**config.mk**
```make
export PLATFORM = sky130hd
export DESIGN_NAME = gwlr_front
export DESIGN_NICKNAME = d
export VERILOG_FILES = /design/src/sv/gwlr_pkg.sv /design/src/sv/gwlr_front.sv
export SDC_FILE = /design/constraint.sdc
export NUM_CORES = 2
export LEC_CHECK = 0
export BUFFER_PORTS_ARGS = -buffer_cell sky130_fd_sc_hd__buf_4
export CORE_MARGIN = 5
export CORE_UTILIZATION = 39
export CTS_CLUSTER_SIZE = 30
export DETAILED_ROUTE_END_ITERATION = 12
export MAX_ROUTING_LAYER = met4
export PLACE_DENSITY = 0.57
export SETUP_SLACK_MARGIN = 0.4
export SLEW_MARGIN = 10
export SYNTH_ARGS = -nofsm -noshare
export SYNTH_HDL_FRONTEND = slang
export SYNTH_SLANG_ARGS = --single-unit
```
**constraint.sdc**
```tcl
create_clock -name clk_i -period 8.7 [get_ports clk_i]
set_input_delay 0.87 -clock clk_i [delete_from_list [all_inputs] [get_ports clk_i]]
set_output_delay 0.87 -clock clk_i [all_outputs]
set_load 0.03 [all_outputs]
```
**src/sv/gwlr_pkg.sv**
```systemverilog
// Shared types, constants and cosine table generator for the wave LED renderer.
package gwlr_pkg;

  // Default geometry.
  localparam int STRIP_LENGTH_DEF   = 32;
  localparam int STRIP_START_DEF    = 0;
  localparam int LED_TOTAL_DEF      = 64;
  localparam int COS_TABLE_BITS_DEF = 10;

  // Queue depths.
  localparam int FRM_Q_DEPTH = 2;
  localparam int PIX_Q_DEPTH = 4;

  localparam int NUM_WAVES = 3;
  localparam int PHASE_W   = 24;
  localparam int IDX_W     = 10;
  localparam int AMP_W     = 8;
  localparam int RATE_W    = 16;
  localparam int ELAPSED_W = 16;
  localparam int COLOR_W   = 8;
  localparam int COS_W     = 16;

  // Wavenumbers in 2^-24 turn per LED: 0.5, 1.2 and 3.5 rad.
  localparam logic [NUM_WAVES-1:0][PHASE_W-1:0] WAVE_K =
    {24'd9345619, 24'd3204212, 24'd1335088};

  localparam longint unsigned Q30_ONE     = 64'd1 << 30;
  localparam longint unsigned HALF_PI_Q30 = 64'd1686629713;
  localparam longint unsigned COS_FULL    = 64'd32767;

  typedef enum logic [2:0] {
    CFG_AMP_SWELL      = 3'd0,
    CFG_AMP_SECONDARY  = 3'd1,
    CFG_AMP_CHOP       = 3'd2,
    CFG_RATE_SWELL     = 3'd3,
    CFG_RATE_SECONDARY = 3'd4,
    CFG_RATE_CHOP      = 3'd5,
    CFG_THEME_HUE      = 3'd6,
    CFG_THEME_SAT      = 3'd7
  } cfg_reg_e;

  typedef enum logic [0:0] {
    BK_IDLE = 1'b0,
    BK_RUN  = 1'b1
  } bk_state_e;

  typedef logic [NUM_WAVES-1:0][PHASE_W-1:0] phase_t;

  typedef struct packed {
    logic [NUM_WAVES-1:0][AMP_W-1:0]  amp;
    logic [NUM_WAVES-1:0][RATE_W-1:0] rate;
    logic [COLOR_W-1:0]               hue;
    logic [COLOR_W-1:0]               sat;
  } cfg_t;

  localparam cfg_t CFG_RESET = '{
    amp:  {8'd38, 8'd102, 8'd205},
    rate: {16'd13351, 16'd6676, 16'd3204},
    hue:  8'd0,
    sat:  8'd255
  };

  typedef struct packed {
    logic [IDX_W-1:0]   idx;
    logic [COLOR_W-1:0] bright;
    logic               last;
  } pix_t;

  // Q30 product, elaboration only.
  function automatic longint unsigned mul_q30(input longint unsigned a,
                                              input longint unsigned b);
    return (a * b) >> 30;
  endfunction

  function automatic longint unsigned one_minus(input longint unsigned sub);
    return (sub >= Q30_ONE) ? 64'd0 : Q30_ONE - sub;
  endfunction

  // One cosine table entry, Q1.15, from a Taylor series in Q30.
  function automatic logic signed [COS_W-1:0] cos_entry(input int unsigned tbl_bits,
                                                        input int unsigned j);
    longint unsigned qmask;
    longint unsigned quad;
    longint unsigned r;
    longint unsigned phi;
    longint unsigned p2;
    longint unsigned c;
    longint unsigned s;
    longint unsigned v;
    longint unsigned mag;
    logic signed [COS_W-1:0] m16;
    qmask = (64'd1 << (tbl_bits - 2)) - 64'd1;
    quad  = (64'(j) >> (tbl_bits - 2)) & 64'd3;
    r     = 64'(j) & qmask;
    phi   = (r * HALF_PI_Q30) >> (tbl_bits - 2);
    p2    = mul_q30(phi, phi);
    c = one_minus(mul_q30(p2, Q30_ONE) / 64'd132);
    s = one_minus(mul_q30(p2, Q30_ONE) / 64'd156);
    c = one_minus(mul_q30(p2, c) / 64'd90);
    s = one_minus(mul_q30(p2, s) / 64'd110);
    c = one_minus(mul_q30(p2, c) / 64'd56);
    s = one_minus(mul_q30(p2, s) / 64'd72);
    c = one_minus(mul_q30(p2, c) / 64'd30);
    s = one_minus(mul_q30(p2, s) / 64'd42);
    c = one_minus(mul_q30(p2, c) / 64'd12);
    s = one_minus(mul_q30(p2, s) / 64'd20);
    c = one_minus(mul_q30(p2, c) / 64'd2);
    s = one_minus(mul_q30(p2, s) / 64'd6);
    s = mul_q30(phi, s);
    v = (quad == 64'd0 || quad == 64'd2) ? c : s;
    if (v > Q30_ONE) v = Q30_ONE;
    mag = (v * COS_FULL + (64'd1 << 29)) >> 30;
    m16 = COS_W'(mag);
    return (quad == 64'd1 || quad == 64'd2) ? -m16 : m16;
  endfunction

endpackage

```
**src/sv/gwlr_front.sv**
```systemverilog
// Front end: takes frame items and advances the three wave phases.
module gwlr_front (
  input  logic                              clk_i,
  input  logic                              rst_ni,
  input  gwlr_pkg::cfg_t                    cfg_i,
  input  logic                              push_i,
  input  logic [gwlr_pkg::ELAPSED_W-1:0]    elapsed_ms_i,
  output logic                              full_o,
  input  logic                              frm_full_i,
  output logic                              frm_push_o,
  output gwlr_pkg::phase_t                  frm_phase_o
);

  localparam int PROD_W = gwlr_pkg::RATE_W + gwlr_pkg::ELAPSED_W;

  logic                           e_v_q, e_v_d;
  logic [gwlr_pkg::ELAPSED_W-1:0] elapsed_q;
  logic                           m_v_q, m_v_d;
  gwlr_pkg::phase_t               prod_q;
  gwlr_pkg::phase_t               phase_q;
  gwlr_pkg::phase_t               phase_d;
  logic                           m_free, e_move, accept;
  logic [PROD_W-1:0]              prod_full [gwlr_pkg::NUM_WAVES];

  assign frm_push_o = m_v_q && !frm_full_i;
  assign m_free     = !m_v_q || frm_push_o;
  assign e_move     = e_v_q && m_free;
  assign full_o     = e_v_q && !m_free;
  assign accept     = push_i && !full_o;
  assign e_v_d      = accept || (e_v_q && !e_move);
  assign m_v_d      = e_move || (m_v_q && !frm_push_o);

  always_comb begin
    for (int w = 0; w < gwlr_pkg::NUM_WAVES; w++) begin
      prod_full[w] = PROD_W'(cfg_i.rate[w]) * PROD_W'(elapsed_q);
      // Phase wraps modulo one turn.
      phase_d[w]   = phase_q[w] + prod_q[w];
    end
  end

  assign frm_phase_o = phase_d;

  always_ff @(posedge clk_i or negedge rst_ni) begin
    if (!rst_ni) begin
      e_v_q   <= 1'b0;
      m_v_q   <= 1'b0;
      phase_q <= '0;
    end else begin
      e_v_q <= e_v_d;
      m_v_q <= m_v_d;
      if (frm_push_o) begin
        phase_q <= phase_d;
      end
    end
  end

  always_ff @(posedge clk_i) begin
    if (accept) begin
      elapsed_q <= elapsed_ms_i;
    end
    if (e_move) begin
      for (int w = 0; w < gwlr_pkg::NUM_WAVES; w++) begin
        prod_q[w] <= prod_full[w][gwlr_pkg::PHASE_W-1:0];
      end
    end
  end

endmodule

```
Word-level counts from Yosys, hierarchy flattened
Index checks and enable logic that the tools add are counted.
W data, S select, Z words.
Operators by class
  reductions and logical operators: 15
  multiply operators: 3
  $add $sub $neg: 3
Operator list (count)
  $add A24 B24 Y24: 3
  $mul A16 B16 Y24: 3
  $logic_and A1 B1 Y1: 6
  $logic_not A1 Y1: 6
  $logic_or A1 B1 Y1: 3
Word-level totals
  bits in registers: 162

Depth between registers and ports, before layout
  word-level depth: 8
  gate-level depth with buffers: 26
  mapped depth without buffers: 23

Worst setup path after synthesis
Ideal clock, no wire load.
  path type: input port to flip-flop
  start: input frm_full_i
  end: register prod_q[0] in the netlist's numbering (enable)
  stages: 1
  setup time: 0.611 ns
  data arrival time: 6.112 ns
  path slack: 1.977 ns
  buffers on the path: 0
  cells stage by stage: a21boi_0
Between the ends
  word-level cells in the longest chain between the ends: 4
RTL lines
  start, declared: line gwlr_front.sv:9  | input logic frm_full_i,
  $logic_not A1 Y1: line gwlr_front.sv:25  | assign frm_push_o = m_v_q && !frm_full_i;
  $logic_and A1 B1 Y1: line gwlr_front.sv:25
  $logic_or A1 B1 Y1: line gwlr_front.sv:26  | assign m_free = !m_v_q || frm_push_o;
  $logic_and A1 B1 Y1: line gwlr_front.sv:27  | assign e_move = e_v_q && m_free;
  end signal, assigned by index: line gwlr_front.sv:63  | prod_q[w] <= prod_full[w][gwlr_pkg::PHASE_W-1:0];
  end, declared: line gwlr_front.sv:19  | gwlr_pkg::phase_t prod_q;
Every way passes these cells.
A chain may end at the register's enable or synchronous reset.

==> results.yml <==
outcome:
  status: "finished clean"
setup_path:
  required_ns: 8.91
  cp_max_fo: 27
  path_depth: 20
  path_class: "flip-flop to flip-flop"
  r2r_slack_ns: 1.32
  reg2regPathDepth: 20
  worstReg2RegEnd: "prod_q[23]"
  critPathMaxStageDelay_ns: 1.00
  crit_family: "adder cells"
  path_cells: "buf_4, nand2_1, fa_1, fa_1, fa_1, inv_1, fa_1, fa_1, inv_1, fa_1, inv_1, ha_1, a21oi_1, a2bb2oi_1, a21boi_0, a21oi_1, nor2b_1, nor3b_1, a21oi_1, xnor2_1"
  cp_common_cell: "fa_1"
  cp.arrival_ns: 7.59
  cp-end-kind: "flip-flop"
  critPathLaunchType: "flip-flop"
  worstPathBufferInverterCount: 4
  r2r-start: "elapsed_q[1]"
  critPathSlowestCell: "edfxtp_1"
timing:
  tightest_slew_ns: 1.119
  period_needed_ns: 7.384
  slew_headroom_pct: 25.43
  rsz0062_at_grt: "false"
  fin_crit_sh_pct: 84.88
  hold_viol: 0
  finalSetupViolCount: 0
  clock.fmax_ghz: 0.1354
  hold_slack_ns: 0.2989
  drv_slew: 0
  skew_ns: 0.01716
  finalSetupTns_ns: 0
final_layout:
  fin_nets: 4159
  synthToLayoutAreaGrowth_pct: 8.833
  post_layout_nonfiller_instances: 4251
  nFillCells: 7498
  layout-drive-gt1-share_pct: 6.919
place:
  gp_congestion: 0.8450
  portBuffers: 141
  place_inst: 4218
  dpl.hpwl_um: 55830
logic_synthesis:
  seq_area_frac_synth_pct: 15.32
  syn-num-nets: 4108
  synth_async_sr_flop_share_pct: 45.68
  synth_edf_count: 88
  synth.cell_area_um2: 29340
  synthCells: 3217
  synth_ff_type: "edfxtp_1"
  ys_warn_count: 0
  syn_area_per_cell_um2: 9.119
  synthDistinctLibCells: 64
  ys_ff_latch: 162
route:
  drtIter0Drc: 1001
  wl_um: 70720
  drt-wirelength-per-cell_um: 16.64
  viasPerCell: 4.897
  firstDrtPassIters: 5
  vias: 20820
  drc: 0
  drtAntennaViolNets: 0
grt:
  overflow: 0
  grt_pass1_vias: 22060
  antenna_found_initial: 2
  grt_pass1_wl_um: 118300
  grt_max_degree: 73
  gr-usage-all-layers_pct: 18.62
clocking:
  cts_sinks: 162
  htreeDepth: 4
  cts_setup_buffers: 0
  cts_tree: "done"
  cts_root_buffer: "clkbuf_16"
  clk_path_buf_depth: 2
  ctsResizeCount: 0
  cts_hold_buf: 0
  cts_made_buffers: 17
  path_clk_slew_ns: 0.09
  clkLatencyLatePin_ns: 0.48
worst_hold_path:
  hold_path.class: "input pin to async pin"
die:
  die_area_um2: 80800
  start_util_pct: 39.34
  fp.dieW_um: 284.3
  core_um2: 74570
  rows: 100
  fp.dieH_um: 284.3
  num_io_pins: 182
run:
  drv_cap: 0
## Yosys cell counts, drive strengths merged, types with 20 or more instances
| master | n | area (um^2) |
|---|---|---|
| fa | 507 | 10150 |
| clkbuf | 131 | 491.7 |
| xor2 | 33 | 289.0 |
| edfxtp | 88 | 2643 |
| inv | 626 | 2350 |
| a21oi | 95 | 475.5 |
| nor3 | 20 | 100.1 |
| and2 | 322 | 2014 |
| nand2 | 559 | 2098 |
| dfrtp | 74 | 1852 |
| nor2 | 70 | 262.8 |
| o21ai | 45 | 229.0 |
| xnor2 | 133 | 1165 |
| nand2b | 20 | 125.1 |
| a21o | 29 | 219.0 |
| ha | 276 | 3453 |
## cell usage in the layout (no fill, tap or decap), drive strengths merged, types with 3 or more instances in the layout
master and count:
o31ai 5, and4 5, o21bai 9, or3 15
a21boi 6, nor3 20, o21a 12, nand3b 4
xnor2 133, a21o 29, fa 507, nor2b 17
o31a 4, nand4 3, nand2b 20, a21oi 95
a211oi 9, mux2 13, xor2 33, buf 167
a2111oi 4, ha 276, o41ai 4, nand3 17
edfxtp 88, and2 322, o22ai 4, o21ai 45
clkinv 6, and3 9, a31oi 7, dfrtp 74
nor2 70, o211ai 4, nand2 559, a31o 5
inv 635, clkbuf 17
## area by class of cell
class	count	area, um^2	share of cell area (%)
clock inverter	15	166.4	0.5212
multi-input combinational	2293	21990	68.89
sequential	162	4494	14.08
timing repair buffer	167	1279	4.005
tap	969	1212	3.797
clock buffer	17	425.4	1.332
antenna	1	2.502	0.007838
inverter	627	2354	7.372
## routing by layer
layer	wire (um)	vias to the layer above	GRT usage (%)	share of wire, %
met4	784	0	3.120	1.1
met1	33830	10570	25.64	48
met3	2463	46	2.292	3.5
li1	-	9890	-	-
met2	33650	313	30.29	48
met5	0	-	-	0
## worst max path at each step
stage	startpoint	endpoint
after global placement	elapsed_q[1]	prod_q[23]
after detailed placement	elapsed_q[1]	prod_q[23]
after floorplan	frm_full_i	prod_q[0]
after global routing	elapsed_q[1]	prod_q[23]
final	elapsed_q[1]	prod_q[23]
after CTS	elapsed_q[1]	prod_q[23]
## flip-flops by register name, summed over array words and instances (netlist names)
name and count:
e_v_q 1, prod_q 72, elapsed_q 16, m_v_q 1, phase_q 72
## per-stage QoR
| step | cell area [um^2] | utilization (%) | setup WS, ns |
|---|---|---|---|
| 2_1_floorplan | 29340 | - | 1.977 |
| 3_3_place_gp | 31330 | 42.02 | 1.427 |
| 3_5_place_dp | 31330 | 42.02 | 1.353 |
| 4_1_cts | 31920 | 42.81 | 1.313 |
| 5_1_grt | 31930 | 42.81 | 0.8178 |
| 6_report | 31930 | 42.81 | 1.316 |
## kinds of logic after synthesis
kind of cell	synth area share, %
compound gates	5.677
xor+xnor	4.956
fa+ha+maj	46.37
buf+inv	9.754
flops	15.32
mux	0.4990
simple gates	17.42
Power is left out: the tool's default activity adds up to more than one toggle a clock period on the data nets, which glitch-free logic cannot reach.
