--- config.mk ---
export PLATFORM = sky130hd
export DESIGN_NAME = gwlr_fifo
export DESIGN_NICKNAME = d
export VERILOG_FILES = /design/src/sv/gwlr_fifo.sv
export SDC_FILE = /design/constraint.sdc
export NUM_CORES = 1
export LEC_CHECK = 0
export ABC_AREA = 1
export BUFFER_PORTS_ARGS = -buffer_cell sky130_fd_sc_hd__buf_4
export CAP_MARGIN = 20
export CORE_UTILIZATION = 49
export DETAILED_ROUTE_END_ITERATION = 7
export HOLD_SLACK_MARGIN = 0.15
export PLACE_DENSITY_LB_ADDON = 0.12
export RECOVER_POWER = 100
export SLEW_MARGIN = 20
export SYNTH_ARGS = -nofsm -noshare
export SYNTH_HDL_FRONTEND = slang
export SYNTH_SLANG_ARGS = --single-unit
--- constraint.sdc ---
create_clock -name clk_i -period 1.9 [get_ports clk_i]
set_input_delay 0.19 -clock clk_i [delete_from_list [all_inputs] [get_ports clk_i]]
set_output_delay 0.19 -clock clk_i [all_outputs]
set_load 0.02 [all_outputs]
--- src/sv/gwlr_fifo.sv ---
// Small register-based show-ahead FIFO.
module gwlr_fifo #(
  parameter int WIDTH = 8,
  parameter int DEPTH = 2
) (
  input  logic             clk_i,
  input  logic             rst_ni,
  input  logic             push_i,
  input  logic [WIDTH-1:0] data_i,
  output logic             full_o,
  input  logic             pop_i,
  output logic [WIDTH-1:0] data_o,
  output logic             empty_o
);

  localparam int PTR_W = (DEPTH > 1) ? $clog2(DEPTH) : 1;
  localparam int CNT_W = $clog2(DEPTH + 1);

  logic [WIDTH-1:0] mem_q [DEPTH];
  logic [PTR_W-1:0] wr_ptr_q, wr_ptr_d, rd_ptr_q, rd_ptr_d;
  logic [CNT_W-1:0] cnt_q, cnt_d;
  logic             do_push, do_pop;

  assign full_o  = (cnt_q == CNT_W'(DEPTH));
  assign empty_o = (cnt_q == '0);
  assign do_push = push_i && !full_o;
  assign do_pop  = pop_i && !empty_o;
  assign data_o  = mem_q[rd_ptr_q];

  always_comb begin
    wr_ptr_d = wr_ptr_q;
    rd_ptr_d = rd_ptr_q;
    cnt_d    = cnt_q;
    if (do_push) begin
      wr_ptr_d = (wr_ptr_q == PTR_W'(DEPTH - 1)) ? '0 : wr_ptr_q + 1'b1;
    end
    if (do_pop) begin
      rd_ptr_d = (rd_ptr_q == PTR_W'(DEPTH - 1)) ? '0 : rd_ptr_q + 1'b1;
    end
    if (do_push && !do_pop) begin
      cnt_d = cnt_q + 1'b1;
    end else if (do_pop && !do_push) begin
      cnt_d = cnt_q - 1'b1;
    end
  end

  always_ff @(posedge clk_i or negedge rst_ni) begin
    if (!rst_ni) begin
      wr_ptr_q <= '0;
      rd_ptr_q <= '0;
      cnt_q    <= '0;
    end else begin
      wr_ptr_q <= wr_ptr_d;
      rd_ptr_q <= rd_ptr_d;
      cnt_q    <= cnt_d;
    end
  end

  always_ff @(posedge clk_i) begin
    if (do_push) begin
      mem_q[wr_ptr_q] <= data_i;
    end
  end

endmodule

; After elaboration in Yosys (flattened, before gate mapping)
; Memory sizes are Yosys's and may differ from the RTL's.
; Index checks and enable logic that the tools add are counted.
[word_totals]
regBits = 4
latch_bits = 0
ram_bits = 16
mem_bits_ro = 0
in_bits = 12
wordCells = 25
memories = 1
[op_classes]
add_sub_neg = 4
mul = 0
n_div = 0
order_cmp = 0
eq_ne = 1
shift = 0
muxes = 6
bitwise_logic = 0
n_reduce_logical = 10
[mem_list]
columns = name, depth, word_bits, read_ports, rd_clocked_by_memory_dff, write_ports, line_no
row1 = mem_q, 2, 8, 1, 0, 1, 19  ; logic [WIDTH-1:0] mem_q [DEPTH];
[op_table]
columns = operator, count
row1 = $logic_and 1x1->1, 4
row2 = $logic_not 1->1, 4
row3 = $mux 1, 4
row4 = $mux 2, 2
row5 = $add 1x1->1 const B, 2
row6 = $add 2x1->2 const B, 1
row7 = $eq 2x2->1 const B, 1
row8 = $logic_not 2->1, 1
row9 = $reduce_bool 2->1, 1
row10 = $sub 2x1->2 const B, 1

; Depth between registers and ports, before layout
; Gate-level depths: netlist (run 1).
[depth]
ltp_word = 7
ltp_mapped = 9

; Worst setup path after synthesis (run 1)
; OpenSTA, ideal clock, no wires.
[synth_timing]
kind = flip-flop to flip-flop
start = reg cnt_q[0]
end = reg cnt_q[1]
setup_time_ns = 0.117
arrival_time_ns = 1.282
required_time_ns = 1.783
slack_ns = 0.501
stages_incl_launch_ff = 8
n_path_buf = 0
path_cell_list = dfrtp_1 -> nor2_2 -> nor2_2 -> ha_1 -> inv_1 -> nand3_1 -> nand2_1 -> nand2_1
[synth_between]
elab_chain_cells = 6
[synth_lines]
columns = element, line_no
row1 = start: declaration, 21  ; logic [CNT_W-1:0] cnt_q, cnt_d;
row2 = start signal: assignment, 55  ; cnt_q <= cnt_d;
row3 = $eq 2x2->1 (*), 24  ; assign full_o = (cnt_q == CNT_W'(DEPTH));
row4 = net full_o, 10  ; output logic full_o,
row5 = $logic_not 1->1 (*), 26  ; assign do_push = push_i && !full_o;
row6 = $logic_and 1x1->1 (*), 26
row7 = $logic_not 1->1, 42  ; end else if (do_pop && !do_push) begin
row8 = $logic_and 1x1->1, 42
row9 = $reduce_bool 2->1 (no line), n/a
; The timed path passes the listed nets; every way through them passes the cells marked *. The select of a mux whose other input is x is not followed.
; A chain may end at the register's enable or synchronous reset.

; Worst setup path after layout (run 1)
[layout_timing]
start = reg rd_ptr_q
end = out data_o[5]
[layout_between]
elab_chain_cells = 1
[layout_lines]
columns = element, line_no
row1 = start: declaration, 20  ; logic [PTR_W-1:0] wr_ptr_q, wr_ptr_d, rd_ptr_q, rd_ptr_d;
row2 = start signal: assignment, 54  ; rd_ptr_q <= rd_ptr_d;
row3 = $mem_v2 2x8, n/a
row4 = end: declaration, 12  ; output logic [WIDTH-1:0] data_o,
; No other way between the ends.

==> metrics.txt, run 1 <==
status=finished clean; final period utilization=84.3%; Slew @ Worst Pin=0.345 ns; sequential power share=44.0%; largest family of logic cells by synthesized area=simple AND/OR/NAND/NOR gates; Pre-antenna DRT Iters=4; metal3 WL=57 um; setup TNS=0 ns; RSZ-0062 raised after global routing=no; Worst IR Drop VDD=0.909 mV; RR Startpoint=cnt_q[1]$_DFFE_PN0P_; Hold Vio Cnt, Final=0; R2R depth=4; Power Density=1430 nW/um^2; IO Port Bufs=21; HPWL Detailed=982 um; I/O Pins=22; P&R area growth vs syn=36.2%; Wirelength per Cell=12.2 um; ys async rst share=20.0%; most frequent CP cell=nand2_1; Hold Path Class=input port to register; Synth Area in XOR/XNOR=1.08%; yosys warns=0; clock skew=0.00162 ns; slowest CP cell=dfrtp_1; cell count after placement=110; Leak=0.511 nW; cell taking the most area after synthesis=edfxtp_1; combinational share of power=43.5%; post-CTS sizing=0; Largest stage delay, worst path=0.55 ns; Setup Buffers After CTS=0; critical setup path kind=register to output port; CTS Buf Count=3; hold path startpoint=push_i; Mean Syn Cell Area=11.1 sq um; CP Data Required Time=1.71 ns; clock power share=12.5%; Detail Route met2 WL=828 um; Max-Cap Viols=0; Pint=0.949 mW; Main synth FF type=edfxtp_1; Achievable Freq=624 MHz; critical path, cell by cell=inv_1 -> nand2_1 -> nand2_1 -> buf_4; Std-Cell Rows=14; cells after synthesis=73; # setup viols final=0; max layer used=met4; Critical Path Fanout Max=10; DR iter-0 viols=13; Synth top area share=59.4%; die area=1820 sq um; clock slew at reported path FFs=0.10 ns; H-tree Lvls=1; # diodes=0; final critical-path required period=1.60 ns; clock root cell=clkbuf_4; hold depth=4; crit-path leading delay family=flip-flops; CORE AREA=1520 sq um; Layout Cells excl Fill=124; Startpoint Class=register; Congestion Overflow GR=0; synthesized flop and latch total=20; Netlist cell types=14; CTS tree=yes; Sink Count=20; initial antenna violation count=0; first-pass GRT wire length=2.45 mm; r2r setup slk=0.35 ns; adder-cell share of the synthesized area=1.55%; Post-synth EDFFs=16; Net Sw Power=0.623 mW; Total GRT Usage=19.0%; post-synthesis compound-gate area fraction=1.24%; DRT antenna net count=0; WL final=1.52 mm; post-synthesis mux area share=0%; hold_ws=0.234 ns; dpl cell area=990 sq um; Final Wtd Congestion=0.807; Die Y=42.6 um; Sw Ratio=39.6%; Worst Path Arrival=1.41 ns; Hold EP=wr_ptr_q$_DFFE_PN0N_; via count=608; Via density=4.90; residual DRC count=0; largest net degree at the start of global routing=12; vias in the first global route=577; Synth Area in Simple Gates=20.1%; fraction of layout cells with a size suffix above 1=21.3%; Seq/Total Area, Yosys=71.7%; most frequent cell after synthesis=nand2_1; Die Span X=42.6 um; R2R Path End=mem_q[1][2]$_DFFE_PP_; Clock Latency Late Sink=0.29 ns; Clock Tree Buf Depth=2; synthesized area=810 sq um; Final Power=1.57 mW; Max Slew Vio Count=0; Commonest cells post-synth=nand2_1 (33), edfxtp_1 (16), inv_1 (7); post-layout instance area=1100 sq um; Max-slew headroom=77.0%; nets@finish=122; wl on met1=626 um; critical path endpoint category=output port; Starting Density=53.1%; Syn Nets=86; Crit path buffers/inverters=2; top cells by area, synth=edfxtp_1 (59%), nand2_1 (15%), dfrtp_1 (12%)
-- power by group through the flow --
stage,logic [mW],clock network (mW),registers (mW)
2_1_floorplan,0.455,0,0.661
3_3_place_gp,0.666,0,0.700
3_5_place_dp,0.691,0,0.703
4_1_cts,0.709,0.206,0.694
5_1_grt,0.747,0.217,0.707
6_report,0.683,0.197,0.691
-- flip-flops by register name (all words and copies together), names as in the netlist --
signal / count
cnt_q: 2
wr_ptr_q: 1
mem_q: 16
rd_ptr_q: 1
-- cell type report --
class,count,area [sq um]
multi-input cells,44,191
clock inverters,1,3.75
repair buffers,32,254
inverters,8,30.0
clock buffers,3,22.5
well taps,16,20.0
fillers,121,422
flip-flops and latches,20,581
-- through the flow --
step | utilization, % | worst slack [ns]
3_3_place_gp | 64.9 | 0.475
4_1_cts | 73.2 | 0.363
6_report | 72.3 | 0.299
3_5_place_dp | 64.9 | 0.477
2_1_floorplan | - | 0.501
5_1_grt | 72.3 | 0.163
-- timing repair --
| item | 4_1_cts | 5_1_grt |
|---|---|---|
| setup endpoints to repair | 0 | 0 |
| hold endpoints to repair | 21 | 0 |
| hold buffers | 10 | 0 |
-- placed cells by master, fill, tap and decap left out --
master         synthesis  final
nand2_1               33     33
edfxtp_1              16     16
clkbuf_4               0     11
buf_4                  0     11
dlygate4sd3_1          0     10
inv_1                  7      8
dfrtp_1                4      4
nor2_1                 2      3
clkbuf_1               0      3
o21ai_0                2      2
nor2_2                 2      1
xnor2_1                1      1
nand3b_1               1      1
nand3_1                1      1
nand4_1                1      1
ha_1                   1      1
clkinv_1               0      1
-- logic make-up after synthesis --
family	after synthesis
adder cells (fa/ha/maj)	1
AND/OR/NAND/NOR	40
XOR/XNOR	1
flip-flops	20
AO/OA/AOI/OAI	2
buffers and inverters	9
-- routing by layer --
layer	GRT usage, %	up-vias
met5	0	-
met4	11.3	0
met3	2.59	2
met2	33.6	15
met1	21.4	286
li1	-	305
-- worst register-to-register path, cell delays in order (launching register included) --
cell      delay [ns]
dfrtp_1         0.43
inv_1           0.11
o21ai_0         0.11
nor2_1          0.30
clkbuf_1        0.30
-- worst max-delay path by stage --
| stage | end | slack (ns) | startpoint | cells past startpoint |
|---|---|---|---|---|
| 3_5_place_dp | mem_q[1][2]$_DFFE_PP_ | 0.48 | cnt_q[1]$_DFFE_PN0P_ | 4 |
| 5_1_grt | data_o[4] | 0.16 | rd_ptr_q$_DFFE_PN0P_ | 4 |
| 6_report | data_o[5] | 0.30 | rd_ptr_q$_DFFE_PN0P_ | 4 |
| 3_3_place_gp | mem_q[1][2]$_DFFE_PP_ | 0.47 | cnt_q[1]$_DFFE_PN0P_ | 4 |
| 4_1_cts | data_o[5] | 0.36 | rd_ptr_q$_DFFE_PN0P_ | 4 |
| 2_1_floorplan | cnt_q[1]$_DFFE_PN0P_ | 0.50 | cnt_q[0]$_DFFE_PN0P_ | 7 |
Power figures use the tool's default switching activity.
==> run 2, diff against run 1 <==
--- a/config.mk
+++ b/config.mk
@@ -8,7 +8,8 @@
 export ABC_AREA = 1
 export BUFFER_PORTS_ARGS = -buffer_cell sky130_fd_sc_hd__buf_4
 export CAP_MARGIN = 20
-export CORE_UTILIZATION = 49
+export CORE_ASPECT_RATIO = 0.75
+export CORE_UTILIZATION = 44
 export DETAILED_ROUTE_END_ITERATION = 7
 export HOLD_SLACK_MARGIN = 0.15
 export PLACE_DENSITY_LB_ADDON = 0.12
==> constraint.sdc (replaced) <==
create_clock -name clk_i -period 1.35 [get_ports clk_i]
set_input_delay 0.135 -clock clk_i [delete_from_list [all_inputs] [get_ports clk_i]]
set_output_delay 0.135 -clock clk_i [all_outputs]
set_load 0.02 [all_outputs]
==> metrics.txt, run 2 (same netlist as run 1, synthesis figures left out) <==
CP startpoint=cnt_q[0]$_DFFE_PN0P_; I/O Pins=22 (unchanged); slowest CP cell=dfrtp_2; most common cell after layout, fill and taps aside=nand2_1; Congestion Overflow GR=0 (unchanged); H-tree Lvls=1 (unchanged); vias in the first global route=550 (-4.7%); # diodes=0 (unchanged); residual DRC count=0 (unchanged); DRT antenna net count=0 (unchanged); Pre-antenna DRT Iters=4 (unchanged); Hold Vio Cnt, Final=0 (unchanged); Die Y=39.1 um (-8.2%); Sink Count=20 (unchanged); WL final=1.42 mm (-6.5%); dpl cell area=1040 sq um (+5.1%); RSZ-0062 raised after global routing=yes; r2r setup slk=0.08 ns (-0.27 ns); Final Power=2.51 mW (+60%); post-layout instance area=1220 sq um (+11%); status=finished clean; # setup viols final=0 (unchanged); Largest Register=mem_q; CTS Buf Count=3 (unchanged); nets@finish=130 (+6.6%); Max-Cap Viols=0 (unchanged); initial antenna violation count=0 (unchanged); Hold Path Class=input port to register; Starting Density=47.0% (-6.2 points); register area=583 sq um (+0.43%); clock slew at reported path FFs=0.10 ns (about the same); multi-input logic area=220 sq um (+15%); CP Data Required Time=1.22 ns (-0.49 ns); final period utilization=97.3%; commonest cells after routing, fill and taps aside=nand2_1 (33), buf_4 (21), edfxtp_1 (16); IO Port Bufs=21 (unchanged); Total GRT Usage=16.1% (-3.0 points); Leak=0.564 nW (+10%); crit-path leading delay family=flip-flops; Slew @ Worst Pin=0.231 ns (-0.115 ns); cell count after placement=121 (+10%); Crit path buffers/inverters=2 (unchanged); final critical-path required period=1.31 ns; Largest stage delay, worst path=0.47 ns (-0.08 ns); R2R depth=6 (+2); biggest registers after layout=mem_q x16, cnt_q x2; critical setup path kind=register to output port; clock root cell=clkbuf_4; via count=624 (+2.6%); R2R Path End=mem_q[0][6]$_DFFE_PP_; Achievable Freq=762 MHz; Fillers=135 (+12%); Max Slew Vio Count=0 (unchanged); max reg flops=16 (unchanged); Wirelength per Cell=10.3 um (-16%); Power Density=2060 nW/um^2 (+44%); DR iter-0 viols=17 (+4); critical path endpoint category=output port; Clock Latency Late Sink=0.29 ns (about the same); P&R area growth vs syn=50.9%; clock skew=0.00618 ns (+0.00456 ns); Critical Path Fanout Max=5 (-5); Clock Tree Buf Depth=2 (unchanged); Layout Cells excl Fill=138 (+11%); Worst IR Drop VDD=1.44 mV (+59%); HPWL Detailed=950 um (-3.3%); CP endpoint=empty_o; Worst Path Arrival=1.18 ns (-0.23 ns); Max-slew headroom=84.6% (+7.7 points); first-pass GRT wire length=2.13 mm (-13%); CTS tree=yes; Startpoint Class=register; largest net degree at the start of global routing=12 (unchanged); Via density=4.52 (-7.8%); critical path, cell by cell=buf_4 -> nor2_1 -> buf_4; CORE AREA=1720 sq um (+13%); Final Wtd Congestion=0.808 (+0.11%); RR Startpoint=cnt_q[1]$_DFFE_PN0P_; final core utilization=70.8% (-1.5 points); Levels on crit path=3 (-1); most frequent CP cell=buf_4; fraction of layout cells with a size suffix above 1=35.3% (+14 points); die area=2020 sq um (+11%); Die Span X=51.5 um (+21%); Std-Cell Rows=13 (-1)
run 2: cell count changes in the layout (fill, tap and decap cells not counted), moves of 2 or more:
cell,previous run,this run
buf_4,11,21
clkbuf_1,3,1
dfrtp_1,4,2
dfrtp_2,0,2
inv_1,8,6
nor2_4,0,2
o21ai_0,2,0
run 2: routing by layer:
layer	GRT usage, %	vias up	routed length (um)
met5	0	-	0
li1	-	321	-
met2	29.5	25	747
met1	16.8	278	590
met4	6.76	0	0
met3	5.88	0	78
run 2: area by class of cell:
| cell class | count | area share (%) |
|---|---|---|
| sequential | 20 | 47.7 |
| multi-input combinational | 44 | 18.0 |
| inverter | 8 | 2.66 |
| tap | 22 | 2.25 |
| timing repair buffer | 40 | 26.3 |
| clock buffer | 4 | 2.97 |
run 2: worst min-delay path by stage:
stage	from	to	slack, ns	depth (start not counted)
after CTS	rst_ni	cnt_q[0]$_DFFE_PN0P_	0.16	2
after detailed placement	rst_ni	cnt_q[0]$_DFFE_PN0P_	-0.07	1
after floorplan	rst_ni	cnt_q[0]$_DFFE_PN0P_	-0.16	0
final	push_i	wr_ptr_q$_DFFE_PN0N_	0.15	4
after global routing	push_i	wr_ptr_q$_DFFE_PN0N_	0.17	4
after global placement	rst_ni	cnt_q[0]$_DFFE_PN0P_	-0.06	1
run 2: where the power goes:
part           internal [mW]  switching (mW)  total [mW]
combinational          0.554           0.666        1.22
sequential             0.863           0.107       0.969
clock                  0.164           0.156       0.321
run 2: worst register-to-register path, stage by stage (launching register included):
cell	delay, ns
dfrtp_1	0.44
inv_2	0.11
nor2_4	0.05
nor2_4	0.10
nand2_1	0.08
inv_1	0.07
buf_4	0.13
run 2: what timing repair did:
action,4_1_cts,5_1_grt
hold buffers,10,0
gates resized for setup,3,6
pin swaps,0,1
setup endpoints to repair,9,20
buffers inserted,0,3
endpoints found under the hold margin,21,0
run 2: per-stage QoR:
step / setup TNS, ns / worst slack [ns] / hold slack (ns)
after floorplan: -0.0785 / -0.00982 / -0.161
after global placement: 0 / 0.0425 / -0.0647
after detailed placement: -0.00142 / -0.00142 / -0.0656
after CTS: 0 / 0.00394 / 0.158
after global routing: -0.0854 / -0.0330 / 0.168
final: 0 / 0.0369 / 0.152
